$ cat src/hdl/bdtn_pkg.sv
// Shared types and constants for the button debounce and toggle notifier.
package bdtn_pkg;

  localparam int NUM_BUTTONS = 8;
  localparam int NUM_RELAYS  = 8;
  localparam int RING_DEPTH  = 16;

  localparam int BTN_W    = $clog2(NUM_BUTTONS);
  localparam int RELAY_W  = $clog2(NUM_RELAYS);
  localparam int RING_AW  = $clog2(RING_DEPTH);
  localparam int CNT_W    = 4;
  localparam int TIME_W   = 32;
  localparam int DEB_W    = 16;
  localparam int OP_W     = 2;
  localparam int MAP_W    = NUM_BUTTONS * RELAY_W;

  localparam int CFG_AW     = 5;
  localparam int CFG_DW     = 32;
  localparam int REG_IDX_W  = 3;

  localparam logic [DEB_W-1:0] DEBOUNCE_RESET_MS = 16'd50;

  // operation codes
  localparam logic [OP_W-1:0] OP_SAMPLE = 2'd0;
  localparam logic [OP_W-1:0] OP_SYNC   = 2'd1;
  localparam logic [OP_W-1:0] OP_POP    = 2'd2;

  // notice kinds
  localparam logic KIND_LOCAL  = 1'b0;
  localparam logic KIND_REMOTE = 1'b1;

  // register indexes
  localparam logic [REG_IDX_W-1:0] REG_BUTTON_COUNT  = 3'd0;
  localparam logic [REG_IDX_W-1:0] REG_ENABLE_MASK   = 3'd1;
  localparam logic [REG_IDX_W-1:0] REG_LOCAL_MASK    = 3'd2;
  localparam logic [REG_IDX_W-1:0] REG_RELAY_MAP     = 3'd3;
  localparam logic [REG_IDX_W-1:0] REG_DEBOUNCE_MS   = 3'd4;

  typedef struct packed {
    logic [CNT_W-1:0]       button_count;
    logic [NUM_BUTTONS-1:0] enable_mask;
    logic [NUM_BUTTONS-1:0] local_mask;
    logic [MAP_W-1:0]       relay_map;
    logic [DEB_W-1:0]       debounce_ms;
  } cfg_t;

  // per-button debounce state kept in the button memory
  typedef struct packed {
    logic              raw;
    logic              stable;
    logic [TIME_W-1:0] ctime;
  } btn_state_t;

  localparam int BTN_ST_W = $bits(btn_state_t);
  localparam btn_state_t BTN_RESET = '{raw: 1'b1, stable: 1'b1, ctime: '0};

  typedef struct packed {
    logic               kind;
    logic               state;
    logic [BTN_W-1:0]   button;
    logic [RELAY_W-1:0] relay;
  } notice_t;

  localparam int NOTICE_W = $bits(notice_t);

  typedef struct packed {
    logic [OP_W-1:0]    operation;
    logic [BTN_W-1:0]   button_index;
    logic               level;
    logic [TIME_W-1:0]  now_ms;
    logic               relay_ok;
    logic [RELAY_W-1:0] relay_index;
    logic               sync_value;
  } item_t;

  typedef struct packed {
    logic               press_detected;
    logic               relay_cmd_valid;
    logic [RELAY_W-1:0] relay_cmd_index;
    logic               relay_cmd_value;
    logic               notify_dropped;
    logic               notify_valid;
    logic               notify_kind;
    logic               notify_state;
    logic [BTN_W-1:0]   notify_button;
    logic [RELAY_W-1:0] notify_relay;
    logic [CNT_W-1:0]   queue_count;
  } result_t;

endpackage

$ cat src/hdl/bdtn_in_if.sv
// Input channel: one operation beat.
interface bdtn_in_if;
  logic                           valid;
  logic                           ready;
  logic [bdtn_pkg::OP_W-1:0]      operation;
  logic [bdtn_pkg::BTN_W-1:0]     button_index;
  logic                           level;
  logic [bdtn_pkg::TIME_W-1:0]    now_ms;
  logic                           relay_ok;
  logic [bdtn_pkg::RELAY_W-1:0]   relay_index;
  logic                           sync_value;

  modport source (
    output valid, operation, button_index, level, now_ms, relay_ok, relay_index, sync_value,
    input  ready
  );
  modport sink (
    input  valid, operation, button_index, level, now_ms, relay_ok, relay_index, sync_value,
    output ready
  );
endinterface

$ cat src/hdl/bdtn_out_if.sv
// Output channel: one result beat.
interface bdtn_out_if;
  logic                           valid;
  logic                           ready;
  logic                           press_detected;
  logic                           relay_cmd_valid;
  logic [bdtn_pkg::RELAY_W-1:0]   relay_cmd_index;
  logic                           relay_cmd_value;
  logic                           notify_dropped;
  logic                           notify_valid;
  logic                           notify_kind;
  logic                           notify_state;
  logic [bdtn_pkg::BTN_W-1:0]     notify_button;
  logic [bdtn_pkg::RELAY_W-1:0]   notify_relay;
  logic [bdtn_pkg::CNT_W-1:0]     queue_count;

  modport source (
    output valid, press_detected, relay_cmd_valid, relay_cmd_index, relay_cmd_value,
           notify_dropped, notify_valid, notify_kind, notify_state, notify_button,
           notify_relay, queue_count,
    input  ready
  );
  modport sink (
    input  valid, press_detected, relay_cmd_valid, relay_cmd_index, relay_cmd_value,
           notify_dropped, notify_valid, notify_kind, notify_state, notify_button,
           notify_relay, queue_count,
    output ready
  );
endinterface

$ cat src/hdl/bdtn_ram.sv
// Generic single-write, single-read RAM with registered read data.
module bdtn_ram #(
  parameter int WIDTH = 8,
  parameter int DEPTH = 16
) (
  input  logic                     clk_i,
  input  logic                     we_i,
  input  logic [$clog2(DEPTH)-1:0] waddr_i,
  input  logic [WIDTH-1:0]         wdata_i,
  input  logic                     re_i,
  input  logic [$clog2(DEPTH)-1:0] raddr_i,
  output logic [WIDTH-1:0]         rdata_o
);

  logic [WIDTH-1:0] mem_q [DEPTH];
  logic [WIDTH-1:0] rdata_q;

  // read-first on a same-address collision
  always_ff @(posedge clk_i) begin
    if (we_i) begin
      mem_q[waddr_i] <= wdata_i;
    end
    if (re_i) begin
      rdata_q <= mem_q[raddr_i];
    end
  end

  assign rdata_o = rdata_q;

endmodule

$ cat src/hdl/bdtn_cfg.sv
// APB configuration registers.
module bdtn_cfg (
  input  logic                          clk_i,
  input  logic                          rst_ni,
  input  logic                          psel,
  input  logic                          penable,
  input  logic                          pwrite,
  input  logic [bdtn_pkg::CFG_AW-1:0]   paddr,
  input  logic [bdtn_pkg::CFG_DW-1:0]   pwdata,
  output logic [bdtn_pkg::CFG_DW-1:0]   prdata,
  output logic                          pready,
  output bdtn_pkg::cfg_t                cfg_o
);

  bdtn_pkg::cfg_t                       cfg_q, cfg_d;
  logic [bdtn_pkg::REG_IDX_W-1:0]       idx;
  logic                                 wr;

  assign idx    = paddr[bdtn_pkg::CFG_AW-1:2];
  assign wr     = psel && penable && pwrite;
  assign pready = 1'b1;
  assign cfg_o  = cfg_q;

  always_comb begin
    cfg_d = cfg_q;
    if (wr) begin
      unique case (idx)
        bdtn_pkg::REG_BUTTON_COUNT: cfg_d.button_count = pwdata[bdtn_pkg::CNT_W-1:0];
        bdtn_pkg::REG_ENABLE_MASK:  cfg_d.enable_mask  = pwdata[bdtn_pkg::NUM_BUTTONS-1:0];
        bdtn_pkg::REG_LOCAL_MASK:   cfg_d.local_mask   = pwdata[bdtn_pkg::NUM_BUTTONS-1:0];
        bdtn_pkg::REG_RELAY_MAP:    cfg_d.relay_map    = pwdata[bdtn_pkg::MAP_W-1:0];
        bdtn_pkg::REG_DEBOUNCE_MS:  cfg_d.debounce_ms  = pwdata[bdtn_pkg::DEB_W-1:0];
        default: ;
      endcase
    end
  end

  always_comb begin
    prdata = '0;
    unique case (idx)
      bdtn_pkg::REG_BUTTON_COUNT: prdata = bdtn_pkg::CFG_DW'(cfg_q.button_count);
      bdtn_pkg::REG_ENABLE_MASK:  prdata = bdtn_pkg::CFG_DW'(cfg_q.enable_mask);
      bdtn_pkg::REG_LOCAL_MASK:   prdata = bdtn_pkg::CFG_DW'(cfg_q.local_mask);
      bdtn_pkg::REG_RELAY_MAP:    prdata = bdtn_pkg::CFG_DW'(cfg_q.relay_map);
      bdtn_pkg::REG_DEBOUNCE_MS:  prdata = bdtn_pkg::CFG_DW'(cfg_q.debounce_ms);
      default:                    prdata = '0;
    endcase
  end

  always_ff @(posedge clk_i or negedge rst_ni) begin
    if (!rst_ni) begin
      cfg_q              <= '0;
      cfg_q.debounce_ms  <= bdtn_pkg::DEBOUNCE_RESET_MS;
    end else begin
      cfg_q <= cfg_d;
    end
  end

endmodule

$ cat src/hdl/button_debounce_toggle_notifier.sv
// An accepted input beat is registered into stage 1 and its result into out_q.
// Throughput: one beat per cycle while the output is not stalled; the button-state
// RAM read is issued on accept, the read-modify-write completes in stage 1 with
// same-entry forwarding. The notice ring RAM is read at the next tail on accept and
// forwarded on a same-slot push. Reset: all buttons held, relays off, ring empty,
// no clearing pass (per-button valid flops stand in for the RAM contents).
module button_debounce_toggle_notifier (
  input  logic                          clk_i,
  input  logic                          rst_ni,
  bdtn_in_if.sink                       in_if,
  bdtn_out_if.source                    out_if,
  input  logic                          psel,
  input  logic                          penable,
  input  logic                          pwrite,
  input  logic [bdtn_pkg::CFG_AW-1:0]   paddr,
  input  logic [bdtn_pkg::CFG_DW-1:0]   pwdata,
  output logic [bdtn_pkg::CFG_DW-1:0]   prdata,
  output logic                          pready
);

  localparam int NB = bdtn_pkg::NUM_BUTTONS;
  localparam int RW = bdtn_pkg::RELAY_W;

  bdtn_pkg::cfg_t      cfg;
  bdtn_pkg::item_t     in_item;
  bdtn_pkg::item_t     s1_q;
  logic                s1_valid_q;
  bdtn_pkg::result_t   out_q, res;
  logic                out_valid_q;
  logic                in_accept, s1_fire;

  // button state RAM and forwarding
  logic                              btn_we;
  bdtn_pkg::btn_state_t              btn_wdata;
  logic [bdtn_pkg::BTN_ST_W-1:0]     btn_rdata;
  logic                              btn_fwd_q;
  bdtn_pkg::btn_state_t              btn_fwd_data_q;
  logic [NB-1:0]                     btn_vld_q;

  // ring RAM and pointers
  logic                              ring_we;
  bdtn_pkg::notice_t                 ring_wdata;
  logic [bdtn_pkg::NOTICE_W-1:0]     ring_rdata;
  logic                              ring_fwd_q;
  bdtn_pkg::notice_t                 ring_fwd_data_q;
  logic [bdtn_pkg::RING_AW-1:0]      head_q, head_d, tail_q, tail_d;

  logic [NB-1:0]                     mirror_q, mirror_d;

  bdtn_cfg u_cfg (
    .clk_i   (clk_i),
    .rst_ni  (rst_ni),
    .psel    (psel),
    .penable (penable),
    .pwrite  (pwrite),
    .paddr   (paddr),
    .pwdata  (pwdata),
    .prdata  (prdata),
    .pready  (pready),
    .cfg_o   (cfg)
  );

  assign in_item = '{operation:    in_if.operation,
                     button_index: in_if.button_index,
                     level:        in_if.level,
                     now_ms:       in_if.now_ms,
                     relay_ok:     in_if.relay_ok,
                     relay_index:  in_if.relay_index,
                     sync_value:   in_if.sync_value};

  assign s1_fire     = s1_valid_q && (!out_valid_q || out_if.ready);
  assign in_if.ready = !s1_valid_q || s1_fire;
  assign in_accept   = in_if.valid && in_if.ready;

  bdtn_ram #(
    .WIDTH (bdtn_pkg::BTN_ST_W),
    .DEPTH (NB)
  ) u_btn_ram (
    .clk_i   (clk_i),
    .we_i    (btn_we),
    .waddr_i (s1_q.button_index),
    .wdata_i (btn_wdata),
    .re_i    (in_accept),
    .raddr_i (in_if.button_index),
    .rdata_o (btn_rdata)
  );

  bdtn_ram #(
    .WIDTH (bdtn_pkg::NOTICE_W),
    .DEPTH (bdtn_pkg::RING_DEPTH)
  ) u_ring_ram (
    .clk_i   (clk_i),
    .we_i    (ring_we),
    .waddr_i (head_q),
    .wdata_i (ring_wdata),
    .re_i    (in_accept),
    .raddr_i (tail_d),
    .rdata_o (ring_rdata)
  );

  // stage 1: read-modify-write of the button entry and ring update
  always_comb begin
    logic [bdtn_pkg::CNT_W-1:0]   active;
    logic                         en;
    bdtn_pkg::btn_state_t         cur;
    bdtn_pkg::btn_state_t         nxt;
    logic [bdtn_pkg::TIME_W-1:0]  elapsed;
    logic [RW-1:0]                rly;
    logic                         nv;
    logic                         push;
    logic                         full;
    bdtn_pkg::notice_t            pop_e;

    active = (cfg.button_count > bdtn_pkg::CNT_W'(NB)) ? bdtn_pkg::CNT_W'(NB)
                                                       : cfg.button_count;
    en = (bdtn_pkg::CNT_W'(s1_q.button_index) < active) &&
         cfg.enable_mask[s1_q.button_index];
    cur = btn_fwd_q ? btn_fwd_data_q :
          (btn_vld_q[s1_q.button_index] ? bdtn_pkg::btn_state_t'(btn_rdata)
                                        : bdtn_pkg::BTN_RESET);
    nxt = cur;
    rly = cfg.relay_map[s1_q.button_index*RW +: RW];
    nv  = !mirror_q[s1_q.button_index];
    push = 1'b0;
    full = ((head_q + 1'b1) == tail_q);
    pop_e = ring_fwd_q ? ring_fwd_data_q : bdtn_pkg::notice_t'(ring_rdata);
    elapsed = '0;

    res        = '0;
    ring_wdata = '0;
    mirror_d   = mirror_q;
    head_d     = head_q;
    tail_d     = tail_q;

    case (s1_q.operation)
      bdtn_pkg::OP_SAMPLE: begin
        if (en) begin
          if (s1_q.level != cur.raw) begin
            nxt.ctime = s1_q.now_ms;
            nxt.raw   = s1_q.level;
          end
          elapsed = s1_q.now_ms - nxt.ctime;
          if (elapsed > bdtn_pkg::TIME_W'(cfg.debounce_ms)) begin
            if (!cur.stable && s1_q.level) begin
              res.press_detected = 1'b1;
              if (cfg.local_mask[s1_q.button_index]) begin
                res.relay_cmd_valid = 1'b1;
                res.relay_cmd_index = rly;
                res.relay_cmd_value = nv;
                if (s1_q.relay_ok) begin
                  mirror_d[s1_q.button_index] = nv;
                  push = 1'b1;
                  ring_wdata = '{kind: bdtn_pkg::KIND_LOCAL, state: nv,
                                 button: s1_q.button_index, relay: rly};
                end
              end else begin
                push = 1'b1;
                ring_wdata = '{kind: bdtn_pkg::KIND_REMOTE, state: 1'b0,
                               button: s1_q.button_index, relay: rly};
              end
            end
            nxt.stable = s1_q.level;
          end
        end
      end
      bdtn_pkg::OP_SYNC: begin
        for (int i = 0; i < NB; i++) begin
          if ((bdtn_pkg::CNT_W'(i) < active) &&
              (cfg.relay_map[i*RW +: RW] == s1_q.relay_index)) begin
            mirror_d[i] = s1_q.sync_value;
          end
        end
      end
      bdtn_pkg::OP_POP: begin
        if (tail_q != head_q) begin
          res.notify_valid  = 1'b1;
          res.notify_kind   = pop_e.kind;
          res.notify_state  = pop_e.state;
          res.notify_button = pop_e.button;
          res.notify_relay  = pop_e.relay;
          tail_d = tail_q + 1'b1;
        end
      end
      default: ;
    endcase

    if (push) begin
      if (full) begin
        res.notify_dropped = 1'b1;
      end else begin
        head_d = head_q + 1'b1;
      end
    end

    ring_we   = s1_fire && push && !full;
    btn_we    = s1_fire && (s1_q.operation == bdtn_pkg::OP_SAMPLE) && en;
    btn_wdata = nxt;

    if (!s1_fire) begin
      head_d   = head_q;
      tail_d   = tail_q;
      mirror_d = mirror_q;
    end
    res.queue_count = bdtn_pkg::CNT_W'(head_d - tail_d);
  end

  always_ff @(posedge clk_i or negedge rst_ni) begin
    if (!rst_ni) begin
      s1_valid_q  <= 1'b0;
      out_valid_q <= 1'b0;
      head_q      <= '0;
      tail_q      <= '0;
      mirror_q    <= '0;
      btn_vld_q   <= '0;
      btn_fwd_q   <= 1'b0;
      ring_fwd_q  <= 1'b0;
    end else begin
      if (in_accept) begin
        s1_valid_q <= 1'b1;
      end else if (s1_fire) begin
        s1_valid_q <= 1'b0;
      end
      if (s1_fire) begin
        out_valid_q <= 1'b1;
      end else if (out_if.ready) begin
        out_valid_q <= 1'b0;
      end
      head_q   <= head_d;
      tail_q   <= tail_d;
      mirror_q <= mirror_d;
      if (btn_we) begin
        btn_vld_q[s1_q.button_index] <= 1'b1;
      end
      // catch a write landing on the entry being read this edge
      if (in_accept) begin
        btn_fwd_q  <= btn_we && (s1_q.button_index == in_if.button_index);
        ring_fwd_q <= ring_we && (head_q == tail_d);
      end
    end
  end

  always_ff @(posedge clk_i) begin
    if (in_accept) begin
      s1_q            <= in_item;
      btn_fwd_data_q  <= btn_wdata;
      ring_fwd_data_q <= ring_wdata;
    end
    if (s1_fire) begin
      out_q <= res;
    end
  end

  assign out_if.valid           = out_valid_q;
  assign out_if.press_detected  = out_q.press_detected;
  assign out_if.relay_cmd_valid = out_q.relay_cmd_valid;
  assign out_if.relay_cmd_index = out_q.relay_cmd_index;
  assign out_if.relay_cmd_value = out_q.relay_cmd_value;
  assign out_if.notify_dropped  = out_q.notify_dropped;
  assign out_if.notify_valid    = out_q.notify_valid;
  assign out_if.notify_kind     = out_q.notify_kind;
  assign out_if.notify_state    = out_q.notify_state;
  assign out_if.notify_button   = out_q.notify_button;
  assign out_if.notify_relay    = out_q.notify_relay;
  assign out_if.queue_count     = out_q.queue_count;

endmodule
$ cat src/flat_wrapper.sv
// flat-port wrapper written by rule: the top's interface ports become plain ports
module button_debounce_toggle_notifier_flat 
  (clk_i, rst_ni, psel, penable, pwrite, paddr, pwdata, prdata, pready, in_if_valid, in_if_operation, in_if_button_index, in_if_level, in_if_now_ms, in_if_relay_ok, in_if_relay_index, in_if_sync_value, in_if_ready, out_if_valid, out_if_press_detected, out_if_relay_cmd_valid, out_if_relay_cmd_index, out_if_relay_cmd_value, out_if_notify_dropped, out_if_notify_valid, out_if_notify_kind, out_if_notify_state, out_if_notify_button, out_if_notify_relay, out_if_queue_count, out_if_ready);
  bdtn_in_if in_if_i ();
  bdtn_out_if out_if_i ();
  input  logic clk_i;
  input  logic rst_ni;
  input  logic psel;
  input  logic penable;
  input  logic pwrite;
  input  logic [bdtn_pkg::CFG_AW-1:0] paddr;
  input  logic [bdtn_pkg::CFG_DW-1:0] pwdata;
  output logic [bdtn_pkg::CFG_DW-1:0] prdata;
  output logic pready;
  input wire logic [$bits(in_if_i.valid)-1:0] in_if_valid;
  input wire logic [$bits(in_if_i.operation)-1:0] in_if_operation;
  input wire logic [$bits(in_if_i.button_index)-1:0] in_if_button_index;
  input wire logic [$bits(in_if_i.level)-1:0] in_if_level;
  input wire logic [$bits(in_if_i.now_ms)-1:0] in_if_now_ms;
  input wire logic [$bits(in_if_i.relay_ok)-1:0] in_if_relay_ok;
  input wire logic [$bits(in_if_i.relay_index)-1:0] in_if_relay_index;
  input wire logic [$bits(in_if_i.sync_value)-1:0] in_if_sync_value;
  output wire logic [$bits(in_if_i.ready)-1:0] in_if_ready;
  output wire logic [$bits(out_if_i.valid)-1:0] out_if_valid;
  output wire logic [$bits(out_if_i.press_detected)-1:0] out_if_press_detected;
  output wire logic [$bits(out_if_i.relay_cmd_valid)-1:0] out_if_relay_cmd_valid;
  output wire logic [$bits(out_if_i.relay_cmd_index)-1:0] out_if_relay_cmd_index;
  output wire logic [$bits(out_if_i.relay_cmd_value)-1:0] out_if_relay_cmd_value;
  output wire logic [$bits(out_if_i.notify_dropped)-1:0] out_if_notify_dropped;
  output wire logic [$bits(out_if_i.notify_valid)-1:0] out_if_notify_valid;
  output wire logic [$bits(out_if_i.notify_kind)-1:0] out_if_notify_kind;
  output wire logic [$bits(out_if_i.notify_state)-1:0] out_if_notify_state;
  output wire logic [$bits(out_if_i.notify_button)-1:0] out_if_notify_button;
  output wire logic [$bits(out_if_i.notify_relay)-1:0] out_if_notify_relay;
  output wire logic [$bits(out_if_i.queue_count)-1:0] out_if_queue_count;
  input wire logic [$bits(out_if_i.ready)-1:0] out_if_ready;
  assign in_if_i.valid = in_if_valid;
  assign in_if_i.operation = in_if_operation;
  assign in_if_i.button_index = in_if_button_index;
  assign in_if_i.level = in_if_level;
  assign in_if_i.now_ms = in_if_now_ms;
  assign in_if_i.relay_ok = in_if_relay_ok;
  assign in_if_i.relay_index = in_if_relay_index;
  assign in_if_i.sync_value = in_if_sync_value;
  assign in_if_ready = in_if_i.ready;
  assign out_if_valid = out_if_i.valid;
  assign out_if_press_detected = out_if_i.press_detected;
  assign out_if_relay_cmd_valid = out_if_i.relay_cmd_valid;
  assign out_if_relay_cmd_index = out_if_i.relay_cmd_index;
  assign out_if_relay_cmd_value = out_if_i.relay_cmd_value;
  assign out_if_notify_dropped = out_if_i.notify_dropped;
  assign out_if_notify_valid = out_if_i.notify_valid;
  assign out_if_notify_kind = out_if_i.notify_kind;
  assign out_if_notify_state = out_if_i.notify_state;
  assign out_if_notify_button = out_if_i.notify_button;
  assign out_if_notify_relay = out_if_i.notify_relay;
  assign out_if_queue_count = out_if_i.queue_count;
  assign out_if_i.ready = out_if_ready;
  button_debounce_toggle_notifier u_core (.clk_i(clk_i), .rst_ni(rst_ni), .in_if(in_if_i), .out_if(out_if_i), .psel(psel), .penable(penable), .pwrite(pwrite), .paddr(paddr), .pwdata(pwdata), .prdata(prdata), .pready(pready));
endmodule
$ cat config.mk
export PLATFORM = sky130hd
export DESIGN_NAME = button_debounce_toggle_notifier_flat
export DESIGN_NICKNAME = d
export VERILOG_FILES = /design/src/hdl/bdtn_pkg.sv /design/src/hdl/bdtn_in_if.sv /design/src/hdl/bdtn_out_if.sv /design/src/hdl/bdtn_ram.sv /design/src/hdl/bdtn_cfg.sv /design/src/hdl/button_debounce_toggle_notifier.sv /design/src/flat_wrapper.sv
export SDC_FILE = /design/constraint.sdc
export NUM_CORES = 1
export LEC_CHECK = 0
export BUFFER_PORTS_ARGS = -buffer_cell sky130_fd_sc_hd__buf_2
export CAP_MARGIN = 20
export CORE_ASPECT_RATIO = 0.8
export CORE_MARGIN = 2
export CORE_UTILIZATION = 66
export DETAILED_ROUTE_END_ITERATION = 8
export PLACE_DENSITY = 0.85
export SKIP_CTS_REPAIR_TIMING = 1
export SYNTH_ARGS = -nofsm -noshare
export SYNTH_HDL_FRONTEND = slang
export SYNTH_SLANG_ARGS = --single-unit
$ cat constraint.sdc
create_clock -name clk_i -period 20.1 [get_ports clk_i]
set_clock_uncertainty 0.1 [all_clocks]
set_input_delay 1.005 -clock clk_i [delete_from_list [all_inputs] [get_ports clk_i]]
set_output_delay 1.005 -clock clk_i [all_outputs]
set_load 0.01 [all_outputs]
# Yosys cells after proc, flatten, opt, wreduce, memory -nomap -nowiden
# Memories as Yosys holds them, arrays and structs flattened. A register that Yosys moved wholly into a read port is not among the register bits.
# Cells that the tools add are included.
# Widths: inputs -> output; s select.
totals:
  reg_bits: 193
  mem_bits_rw: 400
  in_bits: 87
  output_inout_bits: 55
  memories: 2
memory_table:
  columns: ["memory", "depth", "width", "read_ports", "rd_clocked_by_memory_dff", "wr", "line_no", "text"]
  rows:
  - ["u_core.u_btn_ram.mem_q", 8, 34, 1, 1, 1, "bdtn_ram.sv:15", "logic [WIDTH-1:0] mem_q [DEPTH];"]
  - ["u_core.u_ring_ram.mem_q", 16, 8, 1, 1, 1, "bdtn_ram.sv:15", null]
classes:
  add_sub_neg: 4
  multipliers: 1
  magnitude_cmp: 13
  eq_ne: 32
  n_shift: 1
  muxes: 67
  bitwise_logic: 1
  reduce_logical: 50
op_table:
  columns: ["operator", "count"]
  rows:
  - ["$mux 34", 4]
  - ["$pmux 24 s5", 1]
  - ["$mux 32", 3]
  - ["$mux 8", 11]
  - ["$reduce_and 8->1", 8]
  - ["$gt 32x16->1", 1]
  - ["$sub 32x32->32", 1]
  - ["$mux 1", 30]
  - ["$mux 4", 7]
  - ["$eq 3x3->1", 9]
  - ["$ne 2x1->1 const B", 13]
  - ["$shiftx 24x6->3", 1]
  - ["$logic_and 1x1->1", 21]
  - ["$lt 3x4->1 const A", 4]
  - ["$pmux 8 s2", 1]
  - ["$bmux 1 s3", 4]
  - ["$reduce_and 2->1", 6]
  - ["$mux 9", 1]
  - ["$add 4x1->4 const B", 2]
  - ["$bwmux 8", 1]
  - ["$eq 4x4->1", 2]
  - ["$lt 1x4->1 const A", 2]
  - ["$lt 2x4->1 const A", 2]
  - ["$or 8x8->8", 1]
  - ["25 further kinds", 33]

# Longest topological paths before layout
logic_depth:
  depth_word: 17
  depth_mapped: 42
  depth_no_buf: 37

# By module
# From an unflattened synthesis, not the netlist that was laid out.
hier_totals:
  hier_cells: 2003
  hier_area_um2: 29632.2
by_module_without_submodules:
  columns: ["module", "instances", "cells_each", "area_per_inst_um2", "seq_area_each_um2"]
  rows:
  - ["bdtn_ram at u_core.u_btn_ram", 1, 441, 11423.5, 9188.8]
  - ["button_debounce_toggle_notifier", 1, 1130, 10104.7, 3853.7]
  - ["bdtn_ram at u_core.u_ring_ram", 1, 229, 5227.5, 4083.9]
  - ["bdtn_cfg", 1, 203, 2876.5, 1505.2]

# Least setup slack after synthesis
# No wires, ideal clock.
synth_timing:
  kind: "register -> register"
  startpoint: "register u_core.s1_q[39] in the netlist's numbering"
  endpoint: "register u_core.out_q (netlist bit u_core.out_if.queue_count[3]), data pin"
  setup_time_ns: 0.260
  arrival_ns: 7.133
  required_ns: 19.740
  setup_slack_ns: 12.607
  path_stages_with_launch: 38
  path_buffers: 5
  period_less_slack_ns: 7.493
  path_cell_list: "edfxtp_1 -> buf_4 -> nor3b_4 -> and2_4 -> or3_1 -> buf_2 -> nor3_1 -> nor2_1 -> clkbuf_1 -> buf_1 -> o21ai_0 -> ha_1 -> fa_1 -> o32ai_1 -> and2_1 -> nor2_1 -> o21ai_0 -> xor2_1 -> [... 2 more ...] -> nor2b_1 -> o21ai_0 -> a21oi_1 -> o211ai_1 -> nand3_1 -> nand2_1 -> nand4_1 -> nor4_1 -> o2111a_1 -> and4b_1 -> buf_6 -> nor3_4 -> mux2_1 -> ha_1 -> a21o_1 -> a21oi_1 -> xor2_1 -> xnor2_1"
synth_lines:
  columns: ["item", "line_no", "text"]
  rows:
  - ["from (decl)", "button_debounce_toggle_notifier.sv:26", "bdtn_pkg::item_t s1_q;"]
  - ["from (signal assigned)", "button_debounce_toggle_notifier.sv:244", "s1_q <= in_item;"]
  - ["to (signal assigned)", "button_debounce_toggle_notifier.sv:249", "out_q <= res;"]
  - ["to (decl)", "button_debounce_toggle_notifier.sv:28", "bdtn_pkg::result_t out_q, res;"]

==> flow_metrics.py <==
metrics = {
    "power": {
        "switching_share_pct": 28.4,
        "power_density_nw_per_um2": 103,
        "p_int_mw": 2.35,
        "vdd_ir_drop_max_uv": 83.8,
        "p_seq_share_pct": 48.7,
        "power_frac_clock_pct": 32.1,
        "power.leakage_nw": 11.8,
        "p_switching_mw": 0.931,
        "p_comb_share_pct": 19.2,
    },
    "setup_path": {
        "end_kind": "register",
        "critPathKind": "register to register",
        "critical_path.max_stage_delay_ns": 0.93,
        "cp.required_ns": 20.39,
        "cp-start-kind": "register",
        "critPathSlowestCell": "edfxtp_1",
        "worstRegToRegCells": 30,
        "arrival_ns": 10.24,
        "crit_fanout": 43,
    },
    "floorplanning": {
        "die_y_um": 191,
        "start_util_pct": 66.9,
        "dieArea_um2": 45400,
        "num_rows": 68,
        "core_um2": 43100,
        "die_w_um": 238,
        "num_io_pins": 142,
    },
    "yosys": {
        "yosysUniqueCellTypes": 85,
        "synth_edf_count": 547,
        "synth_compound_area_share_pct": 8.91,
        "synthTopCellsByArea": "edfxtp_1 (57%), mux4_2 (7.8%), dfrtp_1 (7.4%)",
        "synth_cells": 1973,
        "yosys.area.top_type": "edfxtp_1",
        "yosys-top-cells-count": "edfxtp_1 (547), nor2_1 (163), a21oi_1 (142)",
        "synth-seq-area-share_pct": 64.6,
        "ys_warn_count": 0,
        "async_flop_share_pct": 13.9,
        "synth_area_um2": 28900,
        "synth_ff_type": "edfxtp_1",
        "muxShareOfSynthArea_pct": 12.3,
        "synth_top_family_by_area": "multiplexers",
        "synthXorXnorAreaFrac_pct": 2.12,
        "synth_top_area_share_pct": 56.9,
        "synth.most_common_cell": "edfxtp_1",
        "yosys_register_bits": 635,
        "synthSimpleGateAreaFrac_pct": 7.09,
        "syn_area_per_cell_um2": 14.6,
        "yosys.area_share.adder_pct": 2.59,
    },
    "status": {
        "status": "finished, final reports clean",
    },
    "placement": {
        "io_buffer_count": 122,
        "place_hpwl_um": 42100,
        "gp_congestion": 0.935,
    },
    "grt": {
        "antenna_found_initial": 2,
        "grt_pass1_vias": 18051,
        "grt_max_degree": 83,
        "grt_pass1_wl_um": 104000,
        "grt.total_usage_pct": 30.6,
        "globalRoute.totalOverflow": 0,
    },
    "drt": {
        "wirelength_um": 68100,
        "drc": 0,
        "vias": 18190,
        "vias_per_cell": 6.75,
        "first_pass_iters": 8,
        "ant_nets": 0,
        "drt_iter0_drc": 2016,
        "wl_per_cell_um": 25.3,
    },
    "sta": {
        "finalCritPeriodShare_pct": 49.5,
        "rsz0062_at_grt": "no",
        "worst_pin_slew_ns": 1.15,
        "tns_ns": 0,
        "finalHoldViolCount": 0,
        "setup-violations-final": 0,
        "fin_crit_ns": 9.96,
        "fmax_mhz": 100,
        "relSlewSlack_pct": 23.1,
        "slew_violations": 0,
    },
    "cells_and_area": {
        "utilization_pct": 73.9,
        "drive_gt1_share_pct": 22.3,
        "layout.nets": 2231,
        "area_growth_pct": 10.5,
    },
    "cts": {
        "cts_tree": "done",
        "clock_sinks": 635,
        "path_clk_slew_ns": 0.07,
        "cts-root-buf": "clkbuf_16",
        "cts.htree.levels": 2,
        "cts_made_buffers": 58,
        "clk_path_buf_depth": 3,
        "clk_latency_ns": 0.65,
    },
    "min_path": {
        "hold_path_class": "input port to async pin",
    },
    "job": {
        "cap_violations": 0,
    },
}
==> state kept, by name, summed over array words and instances (netlist names), 3 cells and up <==
register                       flops
u_core.mirror_q                    8
u_core.u_btn_ram.mem_q           272
u_core.tail_q                      4
u_core.u_btn_ram.rdata_o          34
u_core.btn_fwd_data_q             34
u_core.ring_fwd_data_q             8
u_core.s1_q                       43
u_core.out_if.notify_button        3
u_core.u_ring_ram.mem_q          128
u_core.u_ring_ram.rdata_o          8
u_core.out_if.notify_relay         3
u_core.u_cfg.cfg_o                60
u_core.out_if.queue_count          4
u_core.head_q                      4
u_core.out_if.relay_cmd_index      3
u_core.btn_vld_q                   8
==> critical path, delay by kind of cell, from the launching register on <==
family | cells | cell delay [ns]
flip-flops | 1 | 0.93
AND/OR/NAND/NOR | 10 | 2.75
XOR/XNOR | 3 | 0.74
buffers and inverters | 1 | 0.49
AO/OA/AOI/OAI | 11 | 2.87
adder cells (fa/ha/maj) | 4 | 1.37
multiplexers | 1 | 0.42
==> cells in the final DEF (no fill, tap or decap), types with 19 or more instances in the layout <==
cell type,count
mux2i_1,27
mux4_2,100
nand2_1,94
xnor2_1,41
mux2_2,87
nor2_1,152
nand3_1,29
a21o_1,19
nor3_1,25
a21oi_1,141
clkbuf_16,58
inv_1,57
and3_1,22
dfrtp_1,85
buf_4,34
buf_2,120
a22oi_1,54
o21ai_0,64
xor2_1,27
edfxtp_1,547
ha_1,55
==> final timing paths <==
kind	from	end	slack [ns]
worst max-delay path	u_core.s1_q[39]	u_core.out_if.queue_count[3]	10.14
worst min-delay path	rst_ni	u_core.u_cfg.cfg_o[0]	0.19
worst max register to register	u_core.s1_q[39]	u_core.out_if.queue_count[3]	10.14
worst min register to register	u_core.btn_vld_q[4]	u_core.btn_vld_q[4]	0.37
max in group asynchronous	rst_ni	u_core.u_cfg.cfg_o[9]	18.57
min in group clk_i	u_core.btn_vld_q[4]	u_core.btn_vld_q[4]	0.37
==> logic make-up (layout without fill, tap and decap cells) <==
kind of cell,after synthesis,after routing
adders and majority gates,59,59
DFF,635,635
muxes,218,218
other,2,10
AOI/OAI and AO/OA,392,392
buffers and inverters,167,321
xor gates and xnor gates,70,70
and+or+nand+nor,430,430
==> power by group through the flow <==
stage               sequential (mW)  combinational [mW]  clock (mW)
CTS                            1.59               0.622        1.06
finish                         1.60               0.629        1.05
detailed placement             1.62               0.612           0
floorplan                      1.60               0.450           0
global placement               1.61               0.591           0
global route                   1.60               0.685        1.11
==> stage by stage <==
stage	power (mW)	setup WS [ns]	area [um2]	hold WS, ns	std cells
floorplan	2.05	12.61	28900	0.330	1980
global placement	2.21	10.67	30100	0.346	2585
detailed placement	2.23	10.41	30100	0.357	2586
CTS	3.28	10.29	31900	0.179	2693
global route	3.40	9.43	31900	0.207	2695
finish	3.28	10.14	31900	0.193	2695
==> area by class of cell <==
class / instances / area [um2]
inverters: 59 / 226
multi-input cells: 1178 / 9670
clock buffers: 69 / 1500
clock inverters: 38 / 294
repair buffers: 155 / 867
fillers: 2503 / 11200
diodes: 1 / 2.50
flip-flops and latches: 635 / 18600
well taps: 560 / 701
==> layer usage <==
metal / share of wire (%) / vias to the layer above / GRT usage, %
met5: 0 / - / 0
met3: 11 / 149 / 6.99
met2: 46 / 1118 / 47.4
met4: 2.9 / 0 / 10.9
li1: - / 7839 / -
met1: 40 / 9084 / 43.4
No activity file was read; power rests on OpenSTA's default activity.
